<file path="src/gzhp_pkg.sv">
// gzhp_pkg: shared types and constants of the gzip member header parser
package gzhp_pkg;

  // width of the buffer size, byte position and bytes-left counters
  localparam int unsigned SizeBits = 16;

  // result queue between the parser and the output channel
  localparam int unsigned QDepth = 4;
  localparam int unsigned QPtrW  = $clog2(QDepth);
  localparam int unsigned QCntW  = $clog2(QDepth + 1);

  // header constants
  localparam logic [7:0]  Magic0     = 8'h1f;
  localparam logic [7:0]  Magic1     = 8'h8b;
  localparam logic [7:0]  MethodDefl = 8'h08;
  localparam logic [7:0]  FlgResvd   = 8'hE0;
  localparam logic [7:0]  FlgExtra   = 8'h04;
  localparam logic [7:0]  FlgName    = 8'h08;
  localparam logic [7:0]  FlgComment = 8'h10;
  localparam logic [7:0]  FlgHcrc    = 8'h02;
  localparam logic [31:0] SubIdCe    = 32'h0000_4543; // 'C' then 'E'
  localparam int unsigned MinHeader  = 10;

  typedef enum logic {
    ReqStart = 1'b0,
    ReqData  = 1'b1
  } req_e;

  typedef enum logic {
    KindEntry   = 1'b0,
    KindVerdict = 1'b1
  } kind_e;

  typedef enum logic [1:0] {
    StOk    = 2'd0,
    StNotGz = 2'd1,
    StEmpty = 2'd2,
    StErr   = 2'd3
  } status_e;

  typedef enum logic [4:0] {
    PhIdle    = 5'd0,
    PhMagic0  = 5'd1,
    PhMagic1  = 5'd2,
    PhMethod  = 5'd3,
    PhFlags   = 5'd4,
    PhSkip6   = 5'd5,
    PhXlen0   = 5'd6,
    PhXlen1   = 5'd7,
    PhSid0    = 5'd8,
    PhSid1    = 5'd9,
    PhSlen0   = 5'd10,
    PhSlen1   = 5'd11,
    PhCnt0    = 5'd12,
    PhCnt1    = 5'd13,
    PhEntry   = 5'd14,
    PhSskip   = 5'd15,
    PhName    = 5'd16,
    PhComment = 5'd17,
    PhCrc0    = 5'd18,
    PhCrc1    = 5'd19,
    PhDone    = 5'd20
  } phase_e;

  typedef struct packed {
    req_e        req_type;
    logic [15:0] buffer_size;
    logic [7:0]  data_byte;
  } gzhp_in_t;

  typedef struct packed {
    kind_e       result_kind;
    status_e     status;
    logic [15:0] header_length;
    logic        ce_present;
    logic [15:0] block_count;
    logic [15:0] entry_index;
    logic [31:0] entry_size;
    logic        run_last;
  } gzhp_out_t;

  // results caused by one accepted item, entry first
  typedef struct packed {
    logic      entry_valid;
    logic      verdict_valid;
    gzhp_out_t entry;
    gzhp_out_t verdict;
  } gzhp_push_t;

endpackage

</file>
<file path="src/gzhp_core.sv">
// gzhp_core: header parse state and the per-item update
module gzhp_core import gzhp_pkg::*; (
  input  logic       clk_i,
  input  logic       rst_ni,
  input  logic       accept_i,
  input  gzhp_in_t   item_i,
  output gzhp_push_t push_o
);

  localparam logic [1:0] SecExtra   = 2'd0;
  localparam logic [1:0] SecName    = 2'd1;
  localparam logic [1:0] SecComment = 2'd2;

  phase_e              phase_q, phase_d;
  logic [SizeBits-1:0] left_q, left_d;
  logic [SizeBits-1:0] pos_q, pos_d;
  logic [7:0]          flag_q, flag_d;
  logic [15:0]         extra_q, extra_d;
  logic [15:0]         fcnt_q, fcnt_d;
  logic [31:0]         asm_q, asm_d;
  logic [15:0]         seen_q, seen_d;
  logic [15:0]         total_q, total_d;
  logic                ce_q, ce_d;

  logic                not_gz;
  logic                verdict_v;
  status_e             verdict_st;
  logic                entry_v;
  logic [15:0]         entry_idx;
  logic [31:0]         entry_size;
  logic [SizeBits-1:0] size;
  logic [7:0]          b;

  // next section after the given one
  function automatic phase_e after_sec(logic [1:0] level, logic [7:0] flg);
    if (level < SecName && (flg & FlgName) != 8'h00) return PhName;
    if (level < SecComment && (flg & FlgComment) != 8'h00) return PhComment;
    if ((flg & FlgHcrc) != 8'h00) return PhCrc0;
    return PhDone;
  endfunction

  // subfield boundary: idle means overrun error
  function automatic phase_e extra_bound(logic [15:0] rem, logic [7:0] flg);
    if (rem == 16'd0) return after_sec(SecExtra, flg);
    if (rem < 16'd4) return PhIdle;
    return PhSid0;
  endfunction

  always_comb begin
    phase_d    = phase_q;
    left_d     = left_q;
    pos_d      = pos_q;
    flag_d     = flag_q;
    extra_d    = extra_q;
    fcnt_d     = fcnt_q;
    asm_d      = asm_q;
    seen_d     = seen_q;
    total_d    = total_q;
    ce_d       = ce_q;
    not_gz     = 1'b0;
    verdict_v  = 1'b0;
    verdict_st = StOk;
    entry_v    = 1'b0;
    entry_idx  = 16'd0;
    entry_size = 32'd0;
    size       = SizeBits'(item_i.buffer_size);
    b          = item_i.data_byte;

    if (accept_i && item_i.req_type == ReqStart) begin
      phase_d = PhIdle;
      left_d  = '0;
      pos_d   = '0;
      flag_d  = '0;
      extra_d = '0;
      fcnt_d  = '0;
      asm_d   = '0;
      seen_d  = '0;
      total_d = '0;
      ce_d    = 1'b0;
      if (size == '0) begin
        verdict_v  = 1'b1;
        verdict_st = StEmpty;
      end else if (size == SizeBits'(1)) begin
        verdict_v  = 1'b1;
        verdict_st = StNotGz;
      end else if (size < SizeBits'(MinHeader)) begin
        verdict_v  = 1'b1;
        verdict_st = StErr;
      end else begin
        left_d  = size;
        phase_d = PhMagic0;
      end
    end else if (accept_i && phase_q != PhIdle && phase_q != PhDone) begin
      pos_d  = pos_q + SizeBits'(1);
      left_d = left_q - SizeBits'(1);
      if (phase_q inside {[PhSid0:PhSskip]} && extra_q != 16'd0) begin
        extra_d = extra_q - 16'd1;
      end

      unique case (phase_q)
        PhMagic0: begin
          asm_d   = {24'd0, b};
          phase_d = PhMagic1;
        end
        PhMagic1: begin
          if (asm_q != {24'd0, Magic0} || b != Magic1) begin
            phase_d = PhIdle;
            not_gz  = 1'b1;
          end else begin
            phase_d = PhMethod;
          end
        end
        PhMethod: begin
          asm_d   = {24'd0, b};
          phase_d = PhFlags;
        end
        PhFlags: begin
          flag_d = b;
          if (asm_q != {24'd0, MethodDefl} || (b & FlgResvd) != 8'h00) begin
            phase_d = PhIdle;
          end else begin
            fcnt_d  = 16'd6;
            phase_d = PhSkip6;
          end
        end
        PhSkip6: begin
          fcnt_d = fcnt_q - 16'd1;
          if (fcnt_d == 16'd0) begin
            if ((flag_q & FlgExtra) != 8'h00) phase_d = PhXlen0;
            else phase_d = after_sec(SecExtra, flag_q);
          end
        end
        PhXlen0: begin
          extra_d = {8'd0, b};
          phase_d = PhXlen1;
        end
        PhXlen1: begin
          extra_d = {b, extra_q[7:0]};
          phase_d = extra_bound(extra_d, flag_q);
        end
        PhSid0: begin
          asm_d   = {24'd0, b};
          phase_d = PhSid1;
        end
        PhSid1: begin
          asm_d   = {16'd0, b, asm_q[7:0]};
          phase_d = PhSlen0;
        end
        PhSlen0: begin
          fcnt_d  = {8'd0, b};
          phase_d = PhSlen1;
        end
        PhSlen1: begin
          fcnt_d = {b, fcnt_q[7:0]};
          if (fcnt_d > extra_d) begin
            phase_d = PhIdle;
          end else if (asm_q == SubIdCe) begin
            ce_d = 1'b1;
            // length must be 2 plus a multiple of 4
            if (fcnt_d < 16'd2 || fcnt_d[1:0] != 2'b10) phase_d = PhIdle;
            else phase_d = PhCnt0;
          end else if (fcnt_d == 16'd0) begin
            phase_d = extra_bound(extra_d, flag_q);
          end else begin
            phase_d = PhSskip;
          end
        end
        PhCnt0: begin
          total_d = {8'd0, b};
          phase_d = PhCnt1;
        end
        PhCnt1: begin
          total_d = {b, total_q[7:0]};
          if ({2'b00, fcnt_q} != 18'd2 + {total_d, 2'b00}) begin
            phase_d = PhIdle;
          end else begin
            seen_d = 16'd0;
            asm_d  = 32'd0;
            fcnt_d = 16'd0;
            if (total_d == 16'd0) phase_d = extra_bound(extra_d, flag_q);
            else phase_d = PhEntry;
          end
        end
        PhEntry: begin
          asm_d  = asm_q | (32'(b) << {fcnt_q[1:0], 3'b000});
          fcnt_d = fcnt_q + 16'd1;
          if (fcnt_q[1:0] == 2'd3) begin
            entry_v    = 1'b1;
            entry_idx  = seen_q;
            entry_size = asm_d;
            seen_d     = seen_q + 16'd1;
            asm_d      = 32'd0;
            fcnt_d     = 16'd0;
            if (seen_d == total_q) phase_d = extra_bound(extra_d, flag_q);
          end
        end
        PhSskip: begin
          fcnt_d = fcnt_q - 16'd1;
          if (fcnt_d == 16'd0) phase_d = extra_bound(extra_d, flag_q);
        end
        PhName: begin
          if (b == 8'h00) phase_d = after_sec(SecName, flag_q);
        end
        PhComment: begin
          if (b == 8'h00) phase_d = after_sec(SecComment, flag_q);
        end
        PhCrc0:  phase_d = PhCrc1;
        PhCrc1:  phase_d = PhDone;
        default: phase_d = phase_q;
      endcase

      // buffer ran out while the header still wants bytes
      if (phase_d != PhIdle && phase_d != PhDone && left_d == '0) begin
        phase_d = PhIdle;
      end

      if (phase_d == PhDone) begin
        verdict_v  = 1'b1;
        verdict_st = StOk;
      end else if (phase_d == PhIdle) begin
        verdict_v  = 1'b1;
        verdict_st = not_gz ? StNotGz : StErr;
      end
    end
  end

  always_comb begin
    push_o.entry_valid           = entry_v;
    push_o.verdict_valid         = verdict_v;
    push_o.entry.result_kind     = KindEntry;
    push_o.entry.status          = StOk;
    push_o.entry.header_length   = 16'd0;
    push_o.entry.ce_present      = ce_d;
    push_o.entry.block_count     = total_d;
    push_o.entry.entry_index     = entry_idx;
    push_o.entry.entry_size      = entry_size;
    push_o.entry.run_last        = !verdict_v;
    push_o.verdict.result_kind   = KindVerdict;
    push_o.verdict.status        = verdict_st;
    push_o.verdict.header_length = (verdict_st == StOk) ? 16'(pos_d) : 16'd0;
    push_o.verdict.ce_present    = ce_d;
    push_o.verdict.block_count   = total_d;
    push_o.verdict.entry_index   = 16'd0;
    push_o.verdict.entry_size    = 32'd0;
    push_o.verdict.run_last      = 1'b1;
  end

  always_ff @(posedge clk_i or negedge rst_ni) begin
    if (!rst_ni) begin
      phase_q <= PhIdle;
      left_q  <= '0;
      pos_q   <= '0;
      flag_q  <= '0;
      extra_q <= '0;
      fcnt_q  <= '0;
      asm_q   <= '0;
      seen_q  <= '0;
      total_q <= '0;
      ce_q    <= 1'b0;
    end else begin
      phase_q <= phase_d;
      left_q  <= left_d;
      pos_q   <= pos_d;
      flag_q  <= flag_d;
      extra_q <= extra_d;
      fcnt_q  <= fcnt_d;
      asm_q   <= asm_d;
      seen_q  <= seen_d;
      total_q <= total_d;
      ce_q    <= ce_d;
    end
  end

endmodule

</file>
<file path="src/gzip_header_parser.sv">
// gzip_header_parser: top level, parser core plus result queue
//
//  channel | direction | payload    | handshake
//  --------+-----------+------------+---------------------------
//  in      | input     | gzhp_in_t  | in_valid_i / in_stall_o
//  out     | output    | gzhp_out_t | out_valid_o / out_stall_i
//
// one item is accepted per cycle while in_stall_o is low; its state update finishes in that cycle
// and its zero, one or two results enter a four-entry result queue
// a result can be taken in the cycle after its item is accepted
// in_stall_o rises only when the queue holds three or more results, so an
// item that adds two always fits; a stalled output backs up into it
// rst_ni clears the parse state and empties the queue
module gzip_header_parser import gzhp_pkg::*; (
  input  logic      clk_i,
  input  logic      rst_ni,
  input  logic      in_valid_i,
  output logic      in_stall_o,
  input  gzhp_in_t  in_data_i,
  output logic      out_valid_o,
  input  logic      out_stall_i,
  output gzhp_out_t out_data_o
);

  logic             accept;
  logic             pop;
  gzhp_push_t       push;
  gzhp_out_t        mem_q [QDepth];
  logic [QPtrW-1:0] wr_q, wr_d;
  logic [QPtrW-1:0] rd_q, rd_d;
  logic [QCntW-1:0] cnt_q, cnt_d;
  logic [QCntW-1:0] push_n;

  // room for two more results is kept at all times
  assign in_stall_o = cnt_q > QCntW'(QDepth - 2);
  assign accept     = in_valid_i && !in_stall_o;

  gzhp_core u_core (
    .clk_i    (clk_i),
    .rst_ni   (rst_ni),
    .accept_i (accept),
    .item_i   (in_data_i),
    .push_o   (push)
  );

  // output side of the queue
  assign out_valid_o = cnt_q != '0;
  assign out_data_o  = mem_q[rd_q];
  assign pop         = out_valid_o && !out_stall_i;

  always_comb begin
    push_n = QCntW'(push.entry_valid) + QCntW'(push.verdict_valid);
    wr_d   = wr_q + QPtrW'(push_n);
    rd_d   = rd_q + QPtrW'(pop);
    cnt_d  = cnt_q + push_n - QCntW'(pop);
  end

  // entry goes in ahead of the verdict of the same item
  always_ff @(posedge clk_i) begin
    if (push.entry_valid) begin
      mem_q[wr_q] <= push.entry;
    end
    if (push.verdict_valid) begin
      mem_q[wr_q + QPtrW'(push.entry_valid)] <= push.verdict;
    end
  end

  always_ff @(posedge clk_i or negedge rst_ni) begin
    if (!rst_ni) begin
      wr_q  <= '0;
      rd_q  <= '0;
      cnt_q <= '0;
    end else begin
      wr_q  <= wr_d;
      rd_q  <= rd_d;
      cnt_q <= cnt_d;
    end
  end

endmodule

</file>
<file path="config.mk">
export PLATFORM = sky130hd
export DESIGN_NAME = gzip_header_parser
export DESIGN_NICKNAME = d
export VERILOG_FILES = /design/src/gzhp_pkg.sv /design/src/gzhp_core.sv /design/src/gzip_header_parser.sv
export SDC_FILE = /design/constraint.sdc
export NUM_CORES = 1
export LEC_CHECK = 0
export BUFFER_PORTS_ARGS = -buffer_cell sky130_fd_sc_hd__buf_4
export CORE_MARGIN = 1
export CORE_UTILIZATION = 50
export DETAILED_ROUTE_END_ITERATION = 16
export GPL_ROUTABILITY_DRIVEN = 0
export PLACE_DENSITY = 0.68
export SYNTH_ARGS = -nofsm -noshare
export SYNTH_HDL_FRONTEND = slang
export SYNTH_SLANG_ARGS = --single-unit
</file>
<file path="constraint.sdc">
create_clock -name clk_i -period 18 [get_ports clk_i]
set_input_delay 1.8 -clock clk_i [delete_from_list [all_inputs] [get_ports clk_i]]
set_output_delay 1.8 -clock clk_i [all_outputs]
set_load 0.1 [all_outputs]
</file>
# Word-level counts from Yosys, hierarchy flattened
# Memories as Yosys holds them, arrays and structs flattened.
# Cells that the tools add are included.
[op_classes]
n_addsub = 13
magnitude_cmp = 8
eq_ne = 37
n_shift = 1
n_mux = 333
bitwise_logic = 2
n_reduce_logical = 46
[ops]
columns = ["op", "n"]
rows = [
  ["two-way mux 16 bit", 27],
  ["two-way mux 5 bit", 69],
  ["two-way mux 32 bit", 8],
  ["two-way mux 1 bit", 212],
  ["case mux 32 bit (4 select lines)", 1],
  ["zero test 16 bit", 7],
  ["case mux 16 bit (2 select lines)", 3],
  ["case mux 16 bit (6 select lines)", 1],
  ["case mux 5 bit (19 select lines)", 1],
  ["adder 16 x 1 -> 16 bit (second input constant)", 3],
  ["subtractor 16 x 1 -> 16 bit (second input constant)", 3],
  ["equality test 5 x 4 -> 1 bit (second input constant)", 8],
  ["equality test 32 x 15 -> 1 bit (second input constant)", 1],
  ["< comparator 16 x 3 -> 1 bit (second input constant)", 2],
  ["inequality test 32 x 4 -> 1 bit (second input constant)", 1],
  ["inequality test 32 x 5 -> 1 bit (second input constant)", 1],
  ["OR 32 bit", 1],
  ["<< shifter 8 x 5 -> 32 bit", 1],
  ["equality test 5 bit (second input constant)", 5],
  ["equality test 5 x 3 -> 1 bit (second input constant)", 4],
  ["adder 2 x 18 -> 18 bit (first input constant)", 1],
  ["two-way mux 2 bit", 9],
  ["inequality test 16 x 18 -> 1 bit", 1],
  ["equality test 16 x 1 -> 1 bit (second input constant)", 1],
  ["other kinds (44)", 69],
]
[word_totals]
reg_bits = 146
ram_bits = 340
input_bits = 29
mem_count = 1
[mem_list]
columns = ["memory", "words", "word_bits", "rd", "rd_clocked_by_memory_dff", "wr", "line", "rtl"]
rows = [
  ["mem_q", 4, 85, 1, 0, 2, "gzip_header_parser.sv:28", "gzhp_out_t mem_q [QDepth];"],
]

# Depth between registers and ports, before layout
[logic_depth]
word_depth = 59
ltp_mapped = 27
mapped_depth_nobuf = 27

# Modules after synthesis
# A second synthesis with hierarchy kept.
[hier_totals]
hier_cells = 2365
area_unflattened_um2 = 28411.0
[modules_own_cells]
columns = ["mod", "instances", "cells_each", "area_per_inst_um2"]
rows = [
  ["gzip_header_parser", 1, 868, 16943.8],
  ["gzhp_core", 1, 1497, 11467.2],
]

# Worst setup path before layout
# No wires, ideal clock.
[synth_timing]
path_kind = "reg2reg"
start = "register u_core.extra_q[0]"
end = "memory mem_q[0][49] in the netlist's numbering (enable)"
setup_time_ns = 0.497
arrival_ns = 5.272
setup_slack_ns = 12.231
path_stages_with_launch = 21
path_buffers = 1
cell_sequence = "dfrtp_1 inv_1 ha_1 or3b_1 nor4_4 nand2b_1 nor4_1 xnor2_1 ha_1 a21o_1 a211oi_1 a2111oi_0 o31a_1 o32a_1 a31o_1 nand2_1 or3_1 a21oi_2 o21ai_1 clkbuf_1 nand2_1"
[synth_rtl]
columns = ["element", "line", "rtl"]
rows = [
  ["from (decl)", "gzhp_core.sv:18", "logic [15:0] extra_q, extra_d;"],
  ["from (signal assigned)", "gzhp_core.sv:265", "extra_q <= extra_d;"],
  ["to (decl)", "gzip_header_parser.sv:28", ""],
]

==> results <==
- By count the netlist is led by sky130_fd_sc_hd__nand2_1 (349), sky130_fd_sc_hd__nor2_1 (244), sky130_fd_sc_hd__a21oi_1 (236), sky130_fd_sc_hd__dfxtp_1 (200), sky130_fd_sc_hd__clkbuf_1 (173).
- The number of iterations in the first detailed-routing pass is 7.
- Yosys mapped a number of flops with a built-in enable equal to 140.
- The count of vias placed by the detailed router is roughly 20000.
- Setup violations remaining at the end of the flow were counted as 0.
- The number of nets with antenna violations after detailed routing is 0.
- In this run switching power makes up about two fifths of total power.
- TritonCTS built the clock tree.
- The fraction of the cycle the final worst path needs is 39.4%.
- The kind of end point of the critical path is a register.
- Summing all flip-flop and latch instances after layout gives 0.0118 sq mm.
- The worst register-to-register path ends at mem_q[3][74].
- Row generation in the floorplan step produced 80 rows.
- For this run, design rule violations remaining after detail routing come to 0.
- After global routing the overflow that remains totals 0.
- The leading cell type by number of instances after synthesis is sky130_fd_sc_hd__nand2_1.
- The worst-case IR drop observed on VDD is 0.000126 V.
- The largest net degree at the start of global routing is between 80 and 90.
- The worst register-to-register path has a depth of 21.
- ~120 I/O pins were placed.
- The post-synthesis area per instance is 9.79 sq um.
- The clock network accounts for a little over a quarter of the total power.
- The library cell occupying the most area in the post-synthesis netlist is sky130_fd_sc_hd__edfxtp_1.
- Summed over all nets, the switching power comes to ~0.0016 W.
- Yosys attributes the largest share of cell area to sky130_fd_sc_hd__edfxtp_1 (17%), sky130_fd_sc_hd__dfxtp_1 (16%), sky130_fd_sc_hd__dfrtp_1 (15%).
- Summed over all cells, the static leakage comes to between 10 and 15 nW.
- The via count of the first global-routing pass is approximately 19000.
- In this run, CTS created clock tree buffers numbering between 40 and 50.
- The flow ran to the end, and the final reports show no timing, DRC or antenna violations.
- Dividing the detail-routed wire length by the instance count gives approximately 22 um.
- The total count of hold-check failures in the final report is 0.
- The final count of pins violating max slew is 0.
- The detailed router finished its first iteration with 2300 violations.
- The number of resized instances in the post-cts repair step is 0.
- Detailed routing placed a total of roughly 33000 um of wire on met2.
- After clock tree synthesis, the flow added hold-fix buffers numbering 0.
- Clock latency on the worst-skew pair, taken at its later pin, is between 0.5 and 0.6 ns.
- The first global-routing pass estimated approximately 110000 um of wire.
- The highest clock rate is roughly 140 MHz.
- Summed over all failing endpoints, the final setup total negative slack is 0 ns.
- Global routing used between 20 and 30% of the available tracks across all layers.
- The final layout contains routed wiring with a total length of 69500 um.
- The mapped netlist covers ~0.025 sq mm.
- The internal portion of the total power is about 0.0023 W.
- After technology mapping, the gate count stands at 2514.
- The ratio of cells with drive above 1 in the final layout is between 10% and 20%.
- For this run, the number of Yosys warnings is 0.
- The count of inserted antenna diode cells is 0.
- In the final layout, the multi-input gates occupy ~0.012 sq mm.
- The startpoint of the worst register-to-register path is u_core.extra_q[0].
- On the final layout, the worst clock skew is just under 0.02 ns.
- After synthesis, the netlist uses about 90 different library cells.
- The critical path startpoint is u_core.extra_q[0].
- Using the TritonRoute via totals, the vias-per-cell ratio works out to between 6 and 7.
- The count of fill cells added during filler insertion is ~4100.
- The number of cells in the finished layout apart from fillers is approximately 3200.
- The deepest clock path buffer count is 3.
- The count of input and output buffers is around 120.
- Among all flip-flop cells after synthesis, the most frequent one is sky130_fd_sc_hd__dfxtp_1.
- The routed design uses 5080 um of met3 wire.
- The number of sinks driven by the clock tree is around 490.
- The min-delay analysis places its worst path in the category register to register.
- The number of antenna violations at the first check in global routing came to 0.
- The net count of the mapped netlist is between 2000 and 3000.
- Across the run, the number of max-cap violations was 0.
- The count of state elements after synthesis is about 490.
- Hold timing on the final database bottoms out at a slack of ~0.45 ns.
- The highest routing layer actually used is met4.
- Summed over its instances, the top area cell type makes up between 10% and 20% of the synthesized netlist area.
- The starting utilization of the core area is 51.1%.
- The endpoint arrival time on the critical path is ~7.4 ns.
- The actual slew at the worst max-slew pin is approximately 1.2 ns.
- Of all nets on the critical path, the largest fanout is 33.
- The H-tree depth reported by CTS is 2.
- The share of the Yosys chip area taken by registers is 48.1%.
- The wire length the detailed router placed on met1 is around 29000 um.
- The width of the chip is between 200 and 250 um.
- The fraction of registers with async set or reset after synthesis is between 20% and 30%.
- The total power density per cell area is about 140 mW/mm^2.
- The clock root buffer is sky130_fd_sc_hd__clkbuf_16.
- Combinational logic is responsible for a little under two fifths of the overall power.
- The wire-length estimate of the detail-placed layout is between 40000 and 50000 um.
- The post-CTS setup repair buffer count is 0.
- The layout-stage area growth over the synthesis result is 11.4%.
- The worst path needs around 7 ns of the cycle, external delays included.
- Setup slack on the worst reg-to-reg path comes out at roughly 11 ns.
- The core region is approximately 0.048 sq mm.
- The category of the worst setup path launch point is a register.
- The critical path class is register to register.
- The last element of the critical path is mem_q[3][74].
- The number of instances in the placed design is 3113.
- Sequential cells burn a little over a third of the power.
- The net total in the final layout is 2571.
- The area of the die is ~0.05 sq mm.
- The relative slew slack is approximately a fifth.
- Setup repair after global routing left no endpoint under its margin.
- The floorplan step set the die height to ~220 um.
- The clock transition time at the flip-flop clock pins of the worst setup and hold paths is around 0.060 ns.
- STA puts the critical path data required time at 18.28 ns.
cell type report:
| class | count | share of cell area [%] |
|---|---|---|
| flip-flops and latches | 485 | 43.2 |
| clock buffers | 80 | 5.38 |
| multi-input cells | 1771 | 43.1 |
| inverters | 56 | 0.767 |
| well taps | 656 | 2.99 |
| repair buffers | 145 | 3.98 |
| clock inverters | 11 | 0.543 |
how the worst min path moves through the flow:
stage | start | endpoint | slack [ns] | depth (start not counted)
final | mem_q[2][84] | mem_q[2][84] | 0.45 | 2
after global routing | mem_q[2][84] | mem_q[2][84] | 0.46 | 2
after CTS | mem_q[0][84] | mem_q[0][84] | 0.44 | 2
after detailed placement | mem_q[0][84] | mem_q[0][84] | 0.43 | 2
after global placement | mem_q[1][84] | mem_q[1][84] | 0.43 | 2
after floorplan | mem_q[2][84] | mem_q[2][84] | 0.42 | 2
power groups by stage:
stage	Sequential [W]	Combinational (W)	Clock, W
CTS	0.00137	0.00145	0.00105
global route	0.00138	0.00154	0.00109
global placement	0.00139	0.00142	0
detailed placement	0.00139	0.00144	0
finish	0.00137	0.00145	0.00103
floorplan	0.00129	0.00118	0
cell usage in the layout, fill, tap and decap left out, drive strengths merged, types with 16 or more instances in the layout:
cell and instances:
ha 33, edfxtp 140, or3 16, mux4 85, a21oi 237, dfxtp 200, nand2 350, xor2 31
inv 56, nand4 28, nor4 41, nor3 110, o21ai 95, xnor2 64, dfrtp 145, o31ai 32
and3 16, a22o 21, buf 145, nor2 244, clkbuf 80, nand3 46, a211oi 127
worst max-delay path: stages, from the launching register on:
cell	delay [ns]
sky130_fd_sc_hd__dfrtp_1	0.43
sky130_fd_sc_hd__inv_1	0.15
sky130_fd_sc_hd__ha_1	0.26
sky130_fd_sc_hd__nor3b_1	0.68
sky130_fd_sc_hd__nand3_1	0.30
sky130_fd_sc_hd__nor2_1	0.27
sky130_fd_sc_hd__and3_1	0.21
sky130_fd_sc_hd__xnor2_1	0.09
sky130_fd_sc_hd__ha_1	0.29
sky130_fd_sc_hd__nand4_1	0.14
sky130_fd_sc_hd__or2_2	0.34
sky130_fd_sc_hd__a2111oi_0	0.31
sky130_fd_sc_hd__o31a_1	0.32
sky130_fd_sc_hd__o32a_1	0.20
sky130_fd_sc_hd__a31o_1	0.14
sky130_fd_sc_hd__nand2_1	0.11
sky130_fd_sc_hd__or3_1	0.46
sky130_fd_sc_hd__a21oi_2	0.43
sky130_fd_sc_hd__o21ai_2	0.12
sky130_fd_sc_hd__buf_4	0.30
sky130_fd_sc_hd__nand2_1	0.86
sky130_fd_sc_hd__buf_4	0.37
registers in the layout, indices dropped and copies added, names as in the netlist, 2 cells and up:
register	flops
u_core.asm_q	32
u_core.total_q	16
mem_q	340
cnt_q	3
wr_q	2
u_core.fcnt_q	16
u_core.extra_q	16
u_core.pos_q	16
u_core.left_q	16
rd_q	2
u_core.seen_q	16
u_core.phase_q	5
u_core.flag_q	4
logic make-up after synthesis:
| kind of cell | after synthesis | share of synthesized area [%] |
|---|---|---|
| adder cells (fa/ha/maj) | 34 | 1.76 |
| buffers and inverters | 258 | 4.21 |
| multiplexers | 103 | 8.56 |
| AO/OA/AOI/OAI | 601 | 15.5 |
| XOR/XNOR | 96 | 3.47 |
| AND/OR/NAND/NOR | 937 | 18.4 |
| flip-flops | 485 | 48.1 |
stage by stage:
stage | instance area, sq um | worst slack, ns | total power (W) | utilization, %
6_report | 27400 | 10.91 | 0.00385 | 56.9
5_1_grt | 27400 | 10.50 | 0.00401 | 56.9
4_1_cts | 27400 | 10.97 | 0.00386 | 56.9
3_5_place_dp | 25800 | 11.02 | 0.00283 | 53.6
3_3_place_gp | 25800 | 11.21 | 0.00281 | 53.6
2_1_floorplan | 24600 | 12.23 | 0.00247 | -
layer usage:
metal  vias up  GRT usage (%)
met3       166           3.65
met2       919           44.7
li1       9153              -
met4         0           9.01
met1      9722           38.1
met5         -              0
(Power assumes the default switching activity.)
